File: src/hdl/hti_pkg.sv
// Shared types and constants for the heightmap triangle interpolator.
`default_nettype none
package hti_pkg;

	localparam int MAX_VERTS = 65536;
	localparam int ADDR_W    = (MAX_VERTS > 1) ? $clog2(MAX_VERTS) : 1;
	localparam int IDX_W     = 34;
	localparam int CFG_IDX_W = 3;

	localparam logic [CFG_IDX_W-1:0] CFG_ORIGIN_X   = 3'd0;
	localparam logic [CFG_IDX_W-1:0] CFG_ORIGIN_Z   = 3'd1;
	localparam logic [CFG_IDX_W-1:0] CFG_GRID_INV   = 3'd2;
	localparam logic [CFG_IDX_W-1:0] CFG_VERTS_X    = 3'd3;
	localparam logic [CFG_IDX_W-1:0] CFG_VERTS_Z    = 3'd4;
	localparam logic [CFG_IDX_W-1:0] CFG_HEIGHT_MIN = 3'd5;

	localparam logic        MODE_WRITE = 1'b0;
	localparam logic        MODE_QUERY = 1'b1;

	typedef logic [ADDR_W-1:0] addr_t;
	typedef logic [IDX_W-1:0]  idx_t;

	typedef struct packed {
		logic               mode;
		logic [15:0]        vertex_index;
		logic signed [31:0] vertex_height;
		logic signed [31:0] pos_x;
		logic signed [31:0] pos_z;
	} req_t;

	typedef struct packed {
		logic signed [31:0] height;
		logic               outside;
	} res_t;

	typedef struct packed {
		logic signed [31:0] origin_x;
		logic signed [31:0] origin_z;
		logic [31:0]        grid_inv;
		logic [16:0]        verts_x;
		logic [16:0]        verts_z;
		logic signed [31:0] height_min;
	} cfg_t;

	typedef struct packed {
		logic        we;
		logic [31:0] wdata;
		logic        qv;
		logic        outside;
		logic        sel;
		logic [15:0] fx;
		logic [15:0] fz;
		addr_t       a00;
		addr_t       a01;
		addr_t       a10;
		addr_t       a11;
	} mem_req_t;

endpackage
`default_nettype wire

File: src/hdl/hti_blend.sv
// Corner selection, planar interpolation, rounding and saturation.
`default_nettype none
module hti_blend (
	input  wire logic              clk,
	input  wire logic              arst_n,
	input  wire hti_pkg::mem_req_t mreq,
	input  wire logic [31:0]       h00,
	input  wire logic [31:0]       h01,
	input  wire logic [31:0]       h10,
	input  wire logic [31:0]       h11,
	input  wire logic signed [31:0] height_min,
	output      logic              done,
	output      hti_pkg::res_t     result
);

	logic               qv_s6, qv_s7, qv_s8, qv_s9;
	logic               out_s6, out_s7, out_s8, out_s9;
	logic               sel_s6;
	logic [15:0]        fx_s6, fz_s6;
	logic signed [32:0] db_s7, dc_s7;
	logic [16:0]        wx_s7, wz_s7;
	logic signed [31:0] a_s7, a_s8, a_s9;
	logic signed [50:0] pb_s8, pc_s8;
	logic signed [51:0] sum_s9;

	logic [31:0]        ha, hb, hc;
	logic [16:0]        wx, wz;
	logic signed [36:0] res;
	logic signed [31:0] sat;

	always_ff @(posedge clk or negedge arst_n) begin
		if (!arst_n) begin
			qv_s6 <= 1'b0;
			qv_s7 <= 1'b0;
			qv_s8 <= 1'b0;
			qv_s9 <= 1'b0;
			done  <= 1'b0;
		end else begin
			qv_s6 <= mreq.qv;
			qv_s7 <= qv_s6;
			qv_s8 <= qv_s7;
			qv_s9 <= qv_s8;
			done  <= qv_s9;
		end
	end

	always_ff @(posedge clk) begin
		out_s6 <= mreq.outside;
		sel_s6 <= mreq.sel;
		fx_s6  <= mreq.fx;
		fz_s6  <= mreq.fz;
	end

	always_comb begin
		if (sel_s6) begin
			ha = h10;
			hb = h11;
			hc = h00;
			wx = {1'b0, fx_s6};
			wz = 17'h10000 - {1'b0, fz_s6};
		end else begin
			ha = h01;
			hb = h00;
			hc = h11;
			wx = 17'h10000 - {1'b0, fx_s6};
			wz = {1'b0, fz_s6};
		end
	end

	always_ff @(posedge clk) begin
		out_s7 <= out_s6;
		db_s7  <= $signed({hb[31], hb} - {ha[31], ha});
		dc_s7  <= $signed({hc[31], hc} - {ha[31], ha});
		a_s7   <= $signed(ha);
		wx_s7  <= wx;
		wz_s7  <= wz;
	end

	always_ff @(posedge clk) begin
		out_s8 <= out_s7;
		a_s8   <= a_s7;
		pb_s8  <= db_s7 * $signed({1'b0, wx_s7});
		pc_s8  <= dc_s7 * $signed({1'b0, wz_s7});
	end

	always_ff @(posedge clk) begin
		out_s9 <= out_s8;
		a_s9   <= a_s8;
		sum_s9 <= pb_s8 + pc_s8 + 52'sd32768;
	end

	always_comb begin
		res = 37'(a_s9) + 37'(sum_s9 >>> 16);
		if (res > 37'sd2147483647) begin
			sat = 32'sh7fffffff;
		end else if (res < -37'sd2147483648) begin
			sat = 32'sh80000000;
		end else begin
			sat = res[31:0];
		end
	end

	always_ff @(posedge clk) begin
		result.height  <= out_s9 ? height_min : sat;
		result.outside <= out_s9;
	end

endmodule
`default_nettype wire

File: config.mk
export PLATFORM = sky130hd
export DESIGN_NAME = hti_blend
export DESIGN_NICKNAME = d
export VERILOG_FILES = /design/src/hdl/hti_pkg.sv /design/src/hdl/hti_blend.sv
export SDC_FILE = /design/constraint.sdc
export NUM_CORES = 2
export LEC_CHECK = 0
export ABC_AREA = 1
export BUFFER_PORTS_ARGS = -buffer_cell sky130_fd_sc_hd__buf_4
export CORE_MARGIN = 2
export CORE_UTILIZATION = 58
export CTS_CLUSTER_DIAMETER = 30
export DETAILED_ROUTE_END_ITERATION = 8
export PLACE_DENSITY = 0.8
export SLEW_MARGIN = 20
export SYNTH_ARGS = -nofsm -noshare
export SYNTH_HDL_FRONTEND = slang
export SYNTH_SLANG_ARGS = --single-unit
File: constraint.sdc
create_clock -name clk -period 5.7 [get_ports clk]
set_clock_uncertainty 0.2 [all_clocks]
set_input_delay 1.14 -clock clk [delete_from_list [all_inputs] [get_ports clk]]
set_output_delay 1.14 -clock clk [all_outputs]
set_load 0.01 [all_outputs]
==> results.yml <==
critical_path:
  timing.critical_path.from: "wx_s7[12]"
  end_kind: "register"
  crit_fanout: 6
  crit-reg2reg-launch: "wx_s7[12]"
  arrival_ns: 7.29
  crit_type: "reg2reg"
  r2r_cells: 22
  start_kind: "register"
  cp.required_ns: 6.00
timing:
  grt_setup_unrepaired: "yes"
  finalSetupViolCount: 67
  tns_ns: -37.30
  period_minus_slack_ns: 6.99
  fin_crit_sh_pct: 123
  fmax_mhz: 143
  finalMaxSlewViolations: 0
  relSlewSlack_pct: 10.9
  timing_hold_violations_final: 0
  worstMarginPinSlew_ns: 1.33
  setup_slack_ns: -1.29
worst_hold_path:
  min_path_type: "in2async"
clock_network:
  clock-sinks: 409
  worst_setup_hold_path_clk_slew_ns: 0.06
  clock-root-buffer: "clkbuf_16"
  htreeDepth: 3
  clk_latency_ns: 0.69
  cts.path.max_buffers: 3
  cts_inserted_buffers: 77
  ctsHoldBuffers: 0
  cts_tree: "built"
synth:
  async_flop_share_pct: 1.22
  yosys.area.top_type_share_pct: 35.8
  synth-simple-area-share_pct: 15.6
  yosysTopAreaCell: "fa_1"
  synth-edff-count: 0
  ys_types: 49
  muxShareOfSynthArea_pct: 0
  synthTopCellsByCount: "inv_1, nand2_1, fa_1, ha_1, dfxtp_1"
  syn_area_per_cell_um2: 7.84
  synth_fa_ha_area_share_pct: 45.0
  synth_compound_area_share_pct: 7.18
  yosysMostFrequentCell: "inv_1"
  ys_seq_elements: 409
  netlist_instances: 7673
  synth_area_leaders: "fa_1, dfxtp_1, inv_1"
  synth_top_family_by_area: "adder cells"
  syn_area_mm2: 0.0601
  syn_nets: 9483
  yosys_warnings: 0
  ys_seq_area_share_pct: 13.7
  synth-xor-area-share_pct: 3.76
  synthFlopType: "dfxtp_1"
floorplanning:
  initial_utilization_pct: 58.3
  ioPinCount: 328
  fp.dieArea_mm2: 0.106
  core_area_mm2: 0.103
  num_rows: 118
  die-height_um: 326
  die-width_um: 326
place:
  gp_congestion: 1.01
  dp_hpwl_mm: 149
  post-place-cells: 9592
  io_buffers: 230
route:
  drt-total-wl_mm: 239
  drt-initial-drc-count: 7723
  antenna_left: 0
  routedWlPerCell_um: 24.0
  vias_per_cell: 5.94
  drc_errors: 551
  first_pass_iters: 9
  num_vias: 59000
grt:
  grt_pass1_wl_mm: 304
  grt_pass1_vias: 57500
  grt_start_max_net_pins: 75
  grt.overflow.total: 0
  grt_usage_pct: 36.8
  grt_antenna_before_repair: 31
cells_and_area:
  fin_nets: 10300
  drive_gt1_share_pct: 24.0
  multiInputGateArea_mm2: 0.0468
  final_util_pct: 74.8
  stdcell_count: 9930
  syn2layout_area_growth_pct: 28.3
  regArea_mm2: 0.00831
  fill_cells: 6215
run_status:
  violations: "DRC, setup timing"
  status: "complete, but fails checks"
job:
  maxCapViolCount: 0
==> worst max-delay path: stages (launching register included) <==
cell and delay [ns]:
dfxtp_4 0.37, buf_12 0.14, buf_16 0.16, nand2_1 0.37
fa_1 0.71, inv_1 0.06, fa_1 0.47, fa_1 0.49
fa_1 0.71, fa_1 0.59, inv_1 0.06, fa_1 0.53
inv_2 0.05, ha_4 0.30, nand2_2 0.10, nor2_2 0.17
inv_2 0.09, o21ai_1 0.20, a21o_1 0.17, buf_4 0.14
a21oi_4 0.04, o31ai_2 0.21, xor2_1 0.45
==> registers in the layout, summed over array words and instances, names as in the netlist, 16 cells and up <==
register	flops
result	33
wz_s7	17
pc_s8	51
a_s7	32
pb_s8	51
sum_s9	36
a_s9	32
fz_s6	16
db_s7	33
fx_s6	16
a_s8	32
dc_s7	33
wx_s7	17
==> metrics by stage <==
stage	area [um^2]	hold slack, ns	setup slack, ns
after floorplan	60200	0.110	-0.0581
after global placement	68100	0.112	-0.332
after detailed placement	68100	0.112	-0.439
after CTS	73600	0.0208	-0.194
after global routing	77200	0.0378	-1.27
final	77200	0.0474	-1.29
==> cells in the final DEF, fill, tap and decap left out, types with 169 or more instances in the layout <==
master / count
fa_1: 998
inv_2: 169
dfxtp_1: 366
o21ai_0: 205
a21oi_1: 211
nor2_1: 245
inv_1: 1892
ha_1: 359
buf_4: 805
nand2_1: 1638
==> cells by family after synthesis <==
| logic type | count (synthesis) |
|---|---|
| xor gates and xnor gates | 258 |
| buffers and inverters | 2366 |
| and+or+nand+nor | 2356 |
| DFF | 409 |
| adders and majority gates | 1516 |
| AOI/OAI and AO/OA | 768 |
==> layer usage <==
metal / vias up / routed length, um / track usage [%]
li1: 24000 / - / -
met1: 27600 / 76000 / 43.8
met2: 5216 / 102000 / 59.9
met3: 2090 / 37000 / 12.6
met4: 36 / 22300 / 17.8
met5: - / 898 / 0
==> area by class of cell <==
cell class	count	share of cell area, %
well taps	1380	2.24
repair buffers	1018	12.6
multi-input cells	4898	60.6
diodes	16	0.0519
inverters	2065	10.1
clock buffers	84	2.57
clock inverters	60	1.09
flip-flops and latches	409	10.8
==> path summary, 6_finish.rpt <==
kind                              to  slack [ns]
max                        pb_s8[33]       -1.29
min                            qv_s8        0.05
max reg2reg                pb_s8[33]       -1.29
min reg2reg                 a_s9[30]        0.12
max in group asynchronous      qv_s6        5.15
min in group clk            a_s9[30]        0.12
==> repair_timing <==
action	4_1_cts	5_1_grt
gates resized for setup	444	715
gates cloned	15	7
pin swaps	207	399
setup buffers	66	104
setup endpoints to repair	64	71
Power is not shown: default switching activity piles up to over one toggle a cycle in this logic, so the estimate is an artifact.
